--- config.mk ---
export PLATFORM = sky130hd
export DESIGN_NAME = fume_relay_interlock_controller_core_flat
export DESIGN_NICKNAME = d
export VERILOG_FILES = /design/src/rtl/fric_pkg.sv /design/src/rtl/fric_if.sv /design/src/rtl/fume_relay_interlock_controller_core.sv /design/src/flat_wrapper.sv
export SDC_FILE = /design/constraint.sdc
export NUM_CORES = 1
export LEC_CHECK = 0
export BUFFER_PORTS_ARGS = -buffer_cell sky130_fd_sc_hd__buf_2
export CORE_MARGIN = 5
export CORE_UTILIZATION = 50
export CTS_CLUSTER_DIAMETER = 40
export DETAILED_ROUTE_END_ITERATION = 6
export GPL_ROUTABILITY_DRIVEN = 1
export PLACE_DENSITY = 0.69
export SYNTH_ARGS = -nofsm -noshare
export SYNTH_HDL_FRONTEND = slang
export SYNTH_SLANG_ARGS = --single-unit
--- constraint.sdc ---
create_clock -name clk_i -period 22.5 [get_ports clk_i]
set_clock_uncertainty 0.05 [all_clocks]
set_input_delay 4.5 -clock clk_i [delete_from_list [all_inputs] [get_ports clk_i]]
set_output_delay 4.5 -clock clk_i [all_outputs]
set_load 0.005 [all_outputs]
--- src/rtl/fric_pkg.sv ---
// Shared constants and types for the fume relay interlock controller.
// No dependencies; used by the core and the testbench.
`timescale 1ns / 1ps
`default_nettype none

package fric_pkg;

  // Configuration register width and default timer width
  localparam int CFG_W            = 16;
  localparam int TIMER_BITS_DEF   = 16;

  // Configuration register indexes
  typedef enum logic [1:0] {
    CFG_ALIVE_TIMEOUT = 2'd0,
    CFG_SETTLE        = 2'd1,
    CFG_RELAY_ON      = 2'd2,
    CFG_RELAY_OFF     = 2'd3
  } cfg_idx_e;

  typedef logic [CFG_W-1:0] cfg_data_t;

  // Register values after reset, in milliseconds
  localparam cfg_data_t ALIVE_TIMEOUT_RST = 16'd100;
  localparam cfg_data_t SETTLE_RST        = 16'd1000;
  localparam cfg_data_t RELAY_ON_RST      = 16'd2000;
  localparam cfg_data_t RELAY_OFF_RST     = 16'd5000;

endpackage

`default_nettype wire

--- src/rtl/fric_if.sv ---
// Valid/ready channel interfaces for tick items and result items.
// Depends on nothing; the core uses the sink of fric_in_if and source of fric_out_if.
`timescale 1ns / 1ps
`default_nettype none

interface fric_in_if;
  logic valid;
  logic ready;
  logic alive_pulse;
  logic iron_pin_high;

  modport source (output valid, output alive_pulse, output iron_pin_high, input ready);
  modport sink   (input valid, input alive_pulse, input iron_pin_high, output ready);
endinterface

interface fric_out_if;
  logic valid;
  logic ready;
  logic relay_drive;
  logic station_led_lit;
  logic iron_led_lit;
  logic station_alive;
  logic relay_permitted;

  modport source (output valid, output relay_drive, output station_led_lit,
                  output iron_led_lit, output station_alive, output relay_permitted,
                  input ready);
  modport sink   (input valid, input relay_drive, input station_led_lit,
                  input iron_led_lit, input station_alive, input relay_permitted,
                  output ready);
endinterface

`default_nettype wire

--- src/rtl/fume_relay_interlock_controller_core.sv ---
// Fume extractor relay interlock: per-tick station, dock pin and relay logic.
// Depends on fric_pkg and the channel interfaces in fric_if.sv.
//
// Usage:
//   tick_in carries one item per millisecond tick: alive_pulse (a heartbeat edge
//   arrived this tick) and iron_pin_high (dock pin level). result_out carries one
//   item per tick item with the relay drive, both lamps, the station status and
//   the relay permit, as they stand after that tick.
//   The configuration port writes one of four 16-bit delay registers when
//   cfg_we_i is high; write it only while no tick item is in flight.
//   Result: registered; it appears in the cycle after its tick item is accepted.
//   Throughput: one tick item per clock cycle while results are taken; the whole
//   update of all timers and flags is combinational between the input handshake
//   and the result register.
//   Stall: a result held by the receiver stays in the result register, and
//   tick_in.ready drops until it is taken; ready is high again in the cycle it
//   is taken.
//   Reset: all timers clear, the heartbeat age saturates (station not alive),
//   all flags clear and the registers return to 100, 1000, 2000 and 5000 ms.
`timescale 1ns / 1ps
`default_nettype none

module fume_relay_interlock_controller_core #(
  parameter int TIMER_BITS = fric_pkg::TIMER_BITS_DEF
) (
  input  wire logic               clk_i,
  input  wire logic               rst_ni,
  input  wire logic               cfg_we_i,
  input  wire fric_pkg::cfg_idx_e  cfg_idx_i,
  input  wire fric_pkg::cfg_data_t cfg_data_i,
  fric_in_if.sink                 tick_in,
  fric_out_if.source              result_out
);
  import fric_pkg::*;

  localparam int CMP_W = (TIMER_BITS > CFG_W) ? TIMER_BITS : CFG_W;

  typedef logic [TIMER_BITS-1:0] timer_t;

  // Saturating tick increment
  function automatic timer_t bump(input timer_t c);
    timer_t r;
    r = (c == '1) ? c : c + timer_t'(1);
    return r;
  endfunction

  // Strict elapsed test: count past the limit
  function automatic logic past(input timer_t c, input cfg_data_t lim);
    logic r;
    r = CMP_W'(c) > CMP_W'(lim);
    return r;
  endfunction

  // Configuration registers
  cfg_data_t alive_to_q, settle_ms_q, on_dly_q, off_dly_q;

  // State
  timer_t age_q, settle_cnt_q, ovr_cnt_q, pin_cnt_q, rel_cnt_q;
  timer_t age_d, settle_cnt_d, ovr_cnt_d, pin_cnt_d, rel_cnt_d;
  logic   station_q, armed_q, permit_q, ovr_armed_q, pin_prev_q;
  logic   station_d, armed_d, permit_d, ovr_armed_d, pin_prev_d;
  logic   stage1_q, stage2_q, iron_lamp_q, st_lamp_q, req_q, relay_q;
  logic   stage1_d, stage2_d, iron_lamp_d, st_lamp_d, req_d, relay_d;
  logic   req_new;

  // Result register
  logic   out_valid_q;
  logic   in_acc, in_rdy;

  assign in_rdy        = !out_valid_q || result_out.ready;
  assign in_acc        = tick_in.valid && in_rdy;
  assign tick_in.ready = in_rdy;

  // Write configuration registers
  always_ff @(posedge clk_i or negedge rst_ni) begin
    if (!rst_ni) begin
      alive_to_q  <= ALIVE_TIMEOUT_RST;
      settle_ms_q <= SETTLE_RST;
      on_dly_q    <= RELAY_ON_RST;
      off_dly_q   <= RELAY_OFF_RST;
    end else if (cfg_we_i) begin
      unique case (cfg_idx_i)
        CFG_ALIVE_TIMEOUT: alive_to_q  <= cfg_data_i;
        CFG_SETTLE:        settle_ms_q <= cfg_data_i;
        CFG_RELAY_ON:      on_dly_q    <= cfg_data_i;
        CFG_RELAY_OFF:     off_dly_q   <= cfg_data_i;
        default:           ;
      endcase
    end
  end

  // One tick of the interlock
  always_comb begin
    // advance all timers
    age_d        = tick_in.alive_pulse ? '0 : bump(age_q);
    settle_cnt_d = bump(settle_cnt_q);
    ovr_cnt_d    = bump(ovr_cnt_q);
    pin_cnt_d    = bump(pin_cnt_q);
    rel_cnt_d    = bump(rel_cnt_q);

    armed_d     = armed_q;
    permit_d    = permit_q;
    ovr_armed_d = ovr_armed_q;
    st_lamp_d   = st_lamp_q;
    stage1_d    = stage1_q;
    stage2_d    = stage2_q;
    iron_lamp_d = iron_lamp_q;
    req_d       = req_q;
    relay_d     = relay_q;

    // station status and its edges
    station_d = CMP_W'(age_d) < CMP_W'(alive_to_q);
    if (!station_q && station_d) begin
      armed_d      = 1'b1;
      settle_cnt_d = '0;
      ovr_armed_d  = 1'b0;
      st_lamp_d    = 1'b1;
    end else if (station_q && !station_d) begin
      armed_d   = 1'b0;
      st_lamp_d = 1'b0;
      permit_d  = 1'b0;
      if (relay_q) begin
        ovr_armed_d = 1'b1;
        ovr_cnt_d   = '0;
      end
    end
    if (station_d && armed_d && past(settle_cnt_d, settle_ms_q) && !permit_d) begin
      permit_d = 1'b1;
    end

    // qualify the dock pin
    pin_prev_d = tick_in.iron_pin_high;
    priority if (!station_d && (tick_in.iron_pin_high != pin_prev_q)) begin
      pin_cnt_d = '0;
    end else if (station_d && tick_in.iron_pin_high && !pin_prev_q) begin
      stage1_d  = 1'b1;
      pin_cnt_d = '0;
    end else if (station_d && !tick_in.iron_pin_high && pin_prev_q) begin
      stage1_d  = 1'b0;
      pin_cnt_d = '0;
    end else if (station_d && tick_in.iron_pin_high && pin_prev_q && stage1_q &&
                 past(pin_cnt_d, on_dly_q) && !stage2_q) begin
      stage2_d    = 1'b1;
      iron_lamp_d = 1'b1;
    end else if (station_d && !tick_in.iron_pin_high && !pin_prev_q && !stage1_q &&
                 past(pin_cnt_d, on_dly_q) && stage2_q) begin
      stage2_d    = 1'b0;
      iron_lamp_d = 1'b0;
    end else if (!station_d && !tick_in.iron_pin_high && !pin_prev_q &&
                 past(pin_cnt_d, on_dly_q)) begin
      iron_lamp_d = 1'b0;
    end else if (!station_d && tick_in.iron_pin_high && pin_prev_q &&
                 past(pin_cnt_d, on_dly_q)) begin
      iron_lamp_d = 1'b1;
    end else begin
    end

    // relay command; restart its delay only on a change
    priority if (!stage2_d && permit_d && !relay_q) begin
      req_new = 1'b1;
    end else if (stage2_d && permit_d && relay_q) begin
      req_new = 1'b0;
    end else if (!permit_d && relay_q) begin
      req_new = 1'b0;
    end else begin
      req_new = req_q;
    end
    if (req_new != req_q) begin
      req_d     = req_new;
      rel_cnt_d = '0;
    end

    // switch the relay after its delays
    priority if (!req_d && relay_q && past(rel_cnt_d, off_dly_q)) begin
      relay_d = 1'b0;
    end else if (req_d && !relay_q && past(rel_cnt_d, on_dly_q) && permit_d) begin
      relay_d = 1'b1;
    end else if (relay_q && ovr_armed_d && past(ovr_cnt_d, off_dly_q)) begin
      relay_d = 1'b0;
    end else begin
    end
  end

  // Hold state; advance on each accepted tick item
  always_ff @(posedge clk_i or negedge rst_ni) begin
    if (!rst_ni) begin
      age_q        <= '1;
      settle_cnt_q <= '0;
      ovr_cnt_q    <= '0;
      pin_cnt_q    <= '0;
      rel_cnt_q    <= '0;
      station_q    <= 1'b0;
      armed_q      <= 1'b0;
      permit_q     <= 1'b0;
      ovr_armed_q  <= 1'b0;
      pin_prev_q   <= 1'b0;
      stage1_q     <= 1'b0;
      stage2_q     <= 1'b0;
      iron_lamp_q  <= 1'b0;
      st_lamp_q    <= 1'b0;
      req_q        <= 1'b0;
      relay_q      <= 1'b0;
    end else if (in_acc) begin
      age_q        <= age_d;
      settle_cnt_q <= settle_cnt_d;
      ovr_cnt_q    <= ovr_cnt_d;
      pin_cnt_q    <= pin_cnt_d;
      rel_cnt_q    <= rel_cnt_d;
      station_q    <= station_d;
      armed_q      <= armed_d;
      permit_q     <= permit_d;
      ovr_armed_q  <= ovr_armed_d;
      pin_prev_q   <= pin_prev_d;
      stage1_q     <= stage1_d;
      stage2_q     <= stage2_d;
      iron_lamp_q  <= iron_lamp_d;
      st_lamp_q    <= st_lamp_d;
      req_q        <= req_d;
      relay_q      <= relay_d;
    end
  end

  // Result valid: set on accept, drop when taken
  always_ff @(posedge clk_i or negedge rst_ni) begin
    if (!rst_ni) begin
      out_valid_q <= 1'b0;
    end else if (in_acc) begin
      out_valid_q <= 1'b1;
    end else if (result_out.ready) begin
      out_valid_q <= 1'b0;
    end
  end

  assign result_out.valid           = out_valid_q;
  assign result_out.relay_drive     = relay_q;
  assign result_out.station_led_lit = st_lamp_q;
  assign result_out.iron_led_lit    = iron_lamp_q;
  assign result_out.station_alive   = station_q;
  assign result_out.relay_permitted = permit_q;

endmodule

`default_nettype wire

--- src/flat_wrapper.sv ---
// flat-port wrapper written by rule: the top's interface ports become plain ports
module fume_relay_interlock_controller_core_flat import fric_pkg::*;
#(
  parameter int TIMER_BITS = fric_pkg::TIMER_BITS_DEF
)
  (clk_i, rst_ni, cfg_we_i, cfg_idx_i, cfg_data_i, tick_in_valid, tick_in_alive_pulse, tick_in_iron_pin_high, tick_in_ready, result_out_valid, result_out_relay_drive, result_out_station_led_lit, result_out_iron_led_lit, result_out_station_alive, result_out_relay_permitted, result_out_ready);
  fric_in_if tick_in_i ();
  fric_out_if result_out_i ();
  input  wire logic clk_i;
  input  wire logic rst_ni;
  input  wire logic cfg_we_i;
  input  wire fric_pkg::cfg_idx_e cfg_idx_i;
  input  wire fric_pkg::cfg_data_t cfg_data_i;
  input wire logic [$bits(tick_in_i.valid)-1:0] tick_in_valid;
  input wire logic [$bits(tick_in_i.alive_pulse)-1:0] tick_in_alive_pulse;
  input wire logic [$bits(tick_in_i.iron_pin_high)-1:0] tick_in_iron_pin_high;
  output wire logic [$bits(tick_in_i.ready)-1:0] tick_in_ready;
  output wire logic [$bits(result_out_i.valid)-1:0] result_out_valid;
  output wire logic [$bits(result_out_i.relay_drive)-1:0] result_out_relay_drive;
  output wire logic [$bits(result_out_i.station_led_lit)-1:0] result_out_station_led_lit;
  output wire logic [$bits(result_out_i.iron_led_lit)-1:0] result_out_iron_led_lit;
  output wire logic [$bits(result_out_i.station_alive)-1:0] result_out_station_alive;
  output wire logic [$bits(result_out_i.relay_permitted)-1:0] result_out_relay_permitted;
  input wire logic [$bits(result_out_i.ready)-1:0] result_out_ready;
  assign tick_in_i.valid = tick_in_valid;
  assign tick_in_i.alive_pulse = tick_in_alive_pulse;
  assign tick_in_i.iron_pin_high = tick_in_iron_pin_high;
  assign tick_in_ready = tick_in_i.ready;
  assign result_out_valid = result_out_i.valid;
  assign result_out_relay_drive = result_out_i.relay_drive;
  assign result_out_station_led_lit = result_out_i.station_led_lit;
  assign result_out_iron_led_lit = result_out_i.iron_led_lit;
  assign result_out_station_alive = result_out_i.station_alive;
  assign result_out_relay_permitted = result_out_i.relay_permitted;
  assign result_out_i.ready = result_out_ready;
  fume_relay_interlock_controller_core #(.TIMER_BITS(TIMER_BITS)) u_core (.clk_i(clk_i), .rst_ni(rst_ni), .cfg_we_i(cfg_we_i), .cfg_idx_i(cfg_idx_i), .cfg_data_i(cfg_data_i), .tick_in(tick_in_i), .result_out(result_out_i));
endmodule
==> Implementation_results.wiki, run 1 <==
{| class="wikitable"
! Metric !! Value
|-
| Outcome || finished clean
|-
| Final-stage net count || 1292
|-
| Met2 Usage GRT || 33.9%
|-
| Sequential fraction of design power || 40.7%
|-
| Setup repair after global routing missed its margin || no
|-
| Die area || ~24000 um^2
|-
| Area of all sequential standard cells || 3950 um^2
|-
| Final routed DRC violation total || 0
|-
| Total of hold buffers inserted after clock tree synthesis || 0
|-
| Net count after synthesis || 1280
|-
| Sum Neg Setup Slack || 0 ps
|-
| Synthesis warning total || 0
|-
| Highest achievable clock rate || 83.3 MHz
|-
| Predominant post-synthesis flop cell || dfrtp_1
|-
| Setup crit end kind || register
|-
| Port Buffer Count || 31
|-
| Crit share post-route || between 50% and 60%
|-
| DR WL/cell || about 17 um
|-
| Sequential element share of the synthesized area || 37.9%
|-
| Register bit count reported by yosys || ~160
|-
| Total routed wirelength || 24.9 mm
|-
| Area used by multi-input combinational logic || around 6000 um^2
|-
| Pwr per Cell Area || between 80 and 90 nW/um^2
|-
| Leading cell type in the layout, fill and taps excluded || nand2_1
|-
| Leakage || 5.30 nW
|-
| Worst Hold Slack || 436 ps
|-
| Gates resized, CTS repair || 0
|-
| Htree depth || 4
|-
| Most utilized layer in the global route result || met2
|-
| Global routing usage on met3 || 3.52%
|-
| Cell-internal power || 0.600 mW
|-
| Iteration count of the initial detailed-routing pass || 5
|-
| Met1 usage || a little under a third
|-
| Final std cell area, no fill || 11400 um^2
|-
| Class of the most critical setup path || input pin to register
|-
| Setup violations, final || 0
|-
| I/O pin cnt || 32
|-
| Worst endpoint required time || 22760 ps
|-
| Final antenna-violating net count || 0
|-
| Area growth from synthesis to final layout || 9.12%
|-
| Post-Synthesis Cells || 1151
|-
| Pin count of the biggest net entering global routing || between 90 and 100
|-
| Placed instance area || 10800 um^2
|-
| Clock-pin transition on the worst setup and hold timing paths || approximately 70 ps
|-
| Power share of the clock group || 29.9%
|-
| Number of DRC violations after detailed-routing iteration 0 || 570
|-
| CTS Buffer Depth || 2
|-
| Distinct cell type count of the synthesized netlist || 65
|-
| Root buffer cell || clkbuf_16
|-
| Std-Cell Rows || 52
|-
| Global routing usage summed across all routing layers || between 20% and 30%
|-
| Gr ovfl total || 0
|-
| Number of max-slew violations in the final report || 0
|-
| Via density per instance || 5.74
|-
| Die outline height || 154 um
|-
| Count of flip-flops with a built-in enable after synthesis || 0
|-
| Die width || ~150 um
|-
| Number of global-route vias before repair || 7895
|-
| Mapped Avg Cell Area || 9.05 um^2
|-
| Later-pin clock latency in the skew report || 440 ps
|-
| Reported net switching power || 0.334 mW
|-
| Post-layout min period || 12000 ps
|-
| Category of the worst setup path launch point || input pin
|-
| Dominant cell type by area after synthesis || dfrtp_1
|-
| Crit path max-delay cell type || a2111oi_0
|-
| Number of filler cells placed in the layout || ~1800
|-
| Buffer count from post-CTS setup fixing || 0
|-
| Hold violation total from the final report || 0
|-
| Core area || 20400 um^2
|-
| CTS sink cnt || 156
|-
| Peak fanout along the critical path || 27
|-
| DPL Wire Length || 17.9 mm
|-
| Part of the power in combinational logic || 29.4%
|-
| Cell repeated most along the worst path || ha_1
|-
| Initial core utilization || 51.1%
|-
| Number of maximum-capacitance constraint violations || 0
|-
| Data arrival time of the critical path || 12260 ps
|-
| Slew at the pin closest to its max-slew limit || ~1000 ps
|-
| Type of the most critical hold path || register to register
|-
| Diodes inserted || 0
|-
| Ratio of cells with drive above 1 in the final layout || 15.7%
|-
| Number of antenna violations at the first check in global routing || 0
|-
| Global placer's final weighted congestion || just over 0.9
|-
| Leading cell types in the layout, fill and taps excluded || nand2_1, dfrtp_1, ha_1
|-
| Longest individual stage delay on the worst path || 770 ps
|-
| CTS tree || yes
|-
| Area contributors post-synth || dfrtp_1, ha_1, dfstp_2
|-
| Worst max-slew margin expressed relative to the limit || 34.9%
|-
| Maximum vdd ir drop || 0.0000603 V
|-
| Overall via count from detail_route || ~8300
|-
| Switching fraction of total power || between 30 and 40%
|-
| Portion of synthesized cell area occupied by the leading cell type || 28.8%
|-
| Worst reg2reg setup slack || 12840 ps
|-
| Post-synthesis cell area || 10400 um^2
|-
| Wire length of the first global-routing pass || 41.2 mm
|-
| Fraction of registers with async set/reset || 100%
|-
| TritonCTS Buffers || 17
|}
-- cells in the mapped netlist (4+ instances only) --
master      n
nor2_1     95
o31ai_1    24
a211oi_1    6
dfrtp_1   120
inv_1      75
mux2_2     58
o21a_1     10
dfstp_2    36
nand2_1   168
nor2b_1    13
a21oi_1    46
ha_1      104
o211ai_1    4
mux2i_1    11
a31oi_1    11
nor3_1     15
xnor2_1    29
a22o_1     16
and3_1     15
a21o_1     12
and2_1      5
nand2b_1    6
nand4_1    27
o21ai_0    71
and4_1     10
buf_1       6
clkbuf_1   35
xor2_1     24
nand3_1    43
-- layout make-up --
cell class | count | area share, %
Multi-Input combinational cell | 874 | 52.9
Sequential cell | 156 | 34.8
Clock buffer | 18 | 3.87
Tap cell | 270 | 2.97
Inverter | 76 | 2.51
Timing Repair Buffer | 38 | 1.88
Clock inverter | 14 | 1.11
-- metal layers --
layer,up-vias,share of wire (%)
li1,4097,-
met1,3999,48
met2,176,46
met3,24,4.6
met4,0,1.1
met5,-,0
-- per-stage QoR --
stage	std cells	setup slack [ps]	utilization, %	total power, mW
floorplan	1151	10760	-	0.573
global placement	1414	10330	53.0	0.643
detailed placement	1414	10190	53.0	0.655
CTS	1446	10600	55.8	0.936
global route	1446	9800	55.8	0.997
finish	1446	10500	55.8	0.934
-- worst max-delay path: cells and delay by family --
family / cells / cell delay (ps)
compound gates: 15 / 3280
fa+ha+maj: 5 / 1470
buf+inv: 4 / 1230
simple gates: 9 / 1740
-- cells by family after synthesis --
group	after synthesis	share of synthesized area (%)
AND/OR/NAND/NOR	424	19.3
AO/OA/AOI/OAI	223	13.8
flip-flops	156	37.9
buffers and inverters	121	4.53
adder cells (fa/ha/maj)	104	12.5
multiplexers	70	7.47
XOR/XNOR	53	4.46
-- worst paths after layout --
check | endpoint | cells past startpoint | startpoint
worst max-delay path | u_core.result_out.relay_drive | 33 | tick_in_alive_pulse
min in group asynchronous | u_core.settle_ms_q[10] | 1 | rst_ni
max in group asynchronous | u_core.off_dly_q[15] | 2 | rst_ni
worst min register to register | u_core.ovr_armed_q | 2 | u_core.ovr_armed_q
worst max register to register | u_core.result_out.relay_drive | 39 | u_core.age_q[0]
worst min-delay path | u_core.ovr_armed_q | 2 | u_core.ovr_armed_q
-- sequential cells by signal, indices dropped and copies added (netlist names), 16 cells and up --
name,cells
u_core.pin_cnt_q,16
u_core.ovr_cnt_q,16
u_core.off_dly_q,16
u_core.on_dly_q,16
u_core.alive_to_q,16
u_core.rel_cnt_q,16
u_core.settle_ms_q,16
u_core.settle_cnt_q,16
u_core.age_q,16
-- power by group through the flow --
stage	Sequential [mW]	Clock [mW]	Combinational (mW)
final	0.380	0.280	0.275
after global routing	0.387	0.297	0.313
after CTS	0.379	0.283	0.274
after detailed placement	0.383	0	0.272
after global placement	0.381	0	0.262
after floorplan	0.367	0	0.207
Note: power is estimated with default switching activity, not from simulation.
==> run 2, diff against run 1 <==
Clock period 22.5 ns to 11.5 ns, I/O delays scaled along.
==> run 2 against run 1 <==
First-iteration DRC count is 15% higher; register-to-register slack worse by 11000 ps; final area is 0.22% higher; critical path depth stayed put.
==> Implementation_results.wiki, run 2 (synthesis results as in run 1) <==
{| class="wikitable"
! Metric !! Value
|-
| Total routed wirelength || 25.1 mm (+0.65%)
|-
| TritonCTS Buffers || 17 (unchanged)
|-
| Gates resized, CTS repair || 0 (unchanged)
|-
| Highest achievable clock rate || 98.9 MHz
|-
| Number of DRC violations after detailed-routing iteration 0 || 655 (+15%)
|-
| Setup repair after global routing missed its margin || no
|-
| Worst R2R Path Depth || 39 (unchanged)
|-
| Class of the most critical setup path || input pin to register
|-
| Final routed DRC violation total || 0 (unchanged)
|-
| Maximum vdd ir drop || 0.000106 V (+76%)
|-
| Iteration count of the initial detailed-routing pass || 5 (unchanged)
|-
| Htree depth || 4 (unchanged)
|-
| Category of cells accounting for the largest share of critical-path delay || compound AO/OA/AOI/OAI gates
|-
| DPL Wire Length || 18.1 mm (+0.99%)
|-
| Core area || 20400 um^2 (unchanged)
|-
| CTS sink cnt || 156 (unchanged)
|-
| Non-filler cells in the finished layout || 1446 (unchanged)
|-
| Number of global-route vias before repair || 8144 (+3.2%)
|-
| Later-pin clock latency in the skew report || 440 ps (about the same)
|-
| Area growth from synthesis to final layout || 9.36%
|-
| Category of the worst setup path launch point || input pin
|-
| Post-placement worst setup slack || 1020 ps (-9170 ps)
|-
| Initial core utilization || 51.1% (unchanged)
|-
| Leading cell types in the layout, fill and taps excluded || nand2_1, dfrtp_1, ha_1
|-
| Total of hold buffers inserted after clock tree synthesis || 0 (unchanged)
|-
| Crit share post-route || 87.9%
|-
| DR WL/cell || 17.4 um (+0.65%)
|-
| Ratio of cells with drive above 1 in the final layout || 15.7% (unchanged)
|-
| Cell repeated most along the worst path || ha_1
|-
| Overall via count from detail_route || 8258 (-0.46%)
|-
| Final antenna-violating net count || 0 (unchanged)
|-
| Final std cell area, no fill || 11400 um^2 (+0.22%)
|-
| Diodes inserted || 0 (unchanged)
|-
| Pwr per Cell Area || 162 nW/um^2 (+97%)
|-
| Hold violation total from the final report || 0 (unchanged)
|-
| Number of max-slew violations in the final report || 0 (unchanged)
|-
| Final setup slack of the worst path || 1390 ps (-9110 ps)
|-
| Longest individual stage delay on the worst path || 770 ps (about the same)
|-
| Root buffer cell || clkbuf_16
|-
| Peak fanout along the critical path || 27 (unchanged)
|-
| Die width || 154 um (unchanged)
|-
| Worst Hold Slack || 435 ps (-1.27 ps)
|-
| Type of the most critical hold path || register to register
|-
| Std-Cell Rows || 52 (unchanged)
|-
| Leading cell type in the layout, fill and taps excluded || nand2_1
|-
| Port Buffer Count || 31 (unchanged)
|-
| Die area || 23800 um^2 (unchanged)
|-
| Buffer count from post-CTS setup fixing || 0 (unchanged)
|-
| Data arrival time of the critical path || 10380 ps (-1880 ps)
|-
| Worst setup path endpoint || u_core.result_out.relay_drive
|-
| Setup violations, final || 0 (unchanged)
|-
| Die outline height || 154 um (unchanged)
|-
| Placed instance area || 10800 um^2 (unchanged)
|-
| Number of cells on the critical path || 33 (unchanged)
|-
| Number of buffer and inverter stages on the critical path || 4 (unchanged)
|-
| Final-stage net count || 1292 (unchanged)
|-
| CTS tree || yes
|-
| Wire length of the first global-routing pass || 42.3 mm (+2.5%)
|-
| Clock-pin transition on the worst setup and hold timing paths || 70 ps (about the same)
|-
| Worst reg2reg startpoint || u_core.age_q[0]
|-
| Worst reg2reg setup slack || 1570 ps (-11270 ps)
|-
| Launch point of the worst path || tick_in_alive_pulse
|-
| Crit path max-delay cell type || a2111oi_0
|-
| Outcome || finished clean
|-
| Worst max-slew margin expressed relative to the limit || 34.7% (-0.19 points)
|-
| Setup crit end kind || register
|-
| Leakage || 5.32 nW (+0.26%)
|-
| I/O pin cnt || 32 (unchanged)
|-
| Number of maximum-capacitance constraint violations || 0 (unchanged)
|-
| Reg-to-reg endpoint || u_core.result_out.relay_drive
|-
| Global routing usage summed across all routing layers || 22.0% (+0.55 points)
|-
| Via density per instance || 5.71 (-0.46%)
|-
| Pin count of the biggest net entering global routing || 100 (+6.4%)
|-
| Number of cells after detailed placement || 1414 (unchanged)
|-
| Slew at the pin closest to its max-slew limit || 976 ps (+2.83 ps)
|-
| CTS Buffer Depth || 2 (unchanged)
|-
| Number of antenna violations at the first check in global routing || 0 (unchanged)
|-
| Worst endpoint required time || 11770 ps (-10990 ps)
|-
| Post-layout min period || 10110 ps
|-
| Sum Neg Setup Slack || 0 ps (unchanged)
|-
| Global placer's final weighted congestion || 0.883 (-4.3%)
|-
| Worst Hold Depth || 2 (unchanged)
|-
| Gr ovfl total || 0 (unchanged)
|}
==> run 2: area by class of cell <==
class | instances | area (um^2)
sequential | 156 | 3950
multi-input combinational | 874 | 6010
clock inverter | 13 | 126
timing repair buffer | 38 | 214
clock buffer | 19 | 464
tap | 270 | 338
fill | 1816 | 8980
inverter | 76 | 285
==> run 2: stage by stage <==
step	utilization (%)	total power, mW
floorplan	-	1.12
global placement	53.0	1.26
detailed placement	53.0	1.28
CTS	55.9	1.85
global route	55.9	1.97
finish	55.9	1.84
==> run 2: how the worst min path moves through the flow <==
stage | from | endpoint
3_3_place_gp | u_core.ovr_armed_q | u_core.ovr_armed_q
5_1_grt | u_core.age_q[1] | u_core.age_q[1]
2_1_floorplan | u_core.ovr_armed_q | u_core.ovr_armed_q
6_report | u_core.age_q[1] | u_core.age_q[1]
4_1_cts | u_core.age_q[1] | u_core.age_q[1]
3_5_place_dp | u_core.age_q[1] | u_core.age_q[1]
==> run 2: metal layers <==
metal,GRT usage (%),share of wire (%)
met1,31.0,48
met2,35.0,46
met3,4.02,4.5
met4,6.14,1.5
met5,0,0
==> run 2: worst reg2reg max path: cells and delay by family, from the launching register on <==
| family | cells | cell delay, ps |
|---|---|---|
| compound gates | 15 | 3270 |
| simple gates | 14 | 2750 |
| fa+ha+maj | 6 | 2020 |
| buf+inv | 3 | 880 |
| flops | 1 | 580 |
| xor+xnor | 1 | 250 |
==> run 2: power breakdown <==
part | switching [mW] | internal, mW | total, mW
logic | 0.303 | 0.231 | 0.535
clock network | 0.259 | 0.304 | 0.563
registers | 0.0930 | 0.651 | 0.744
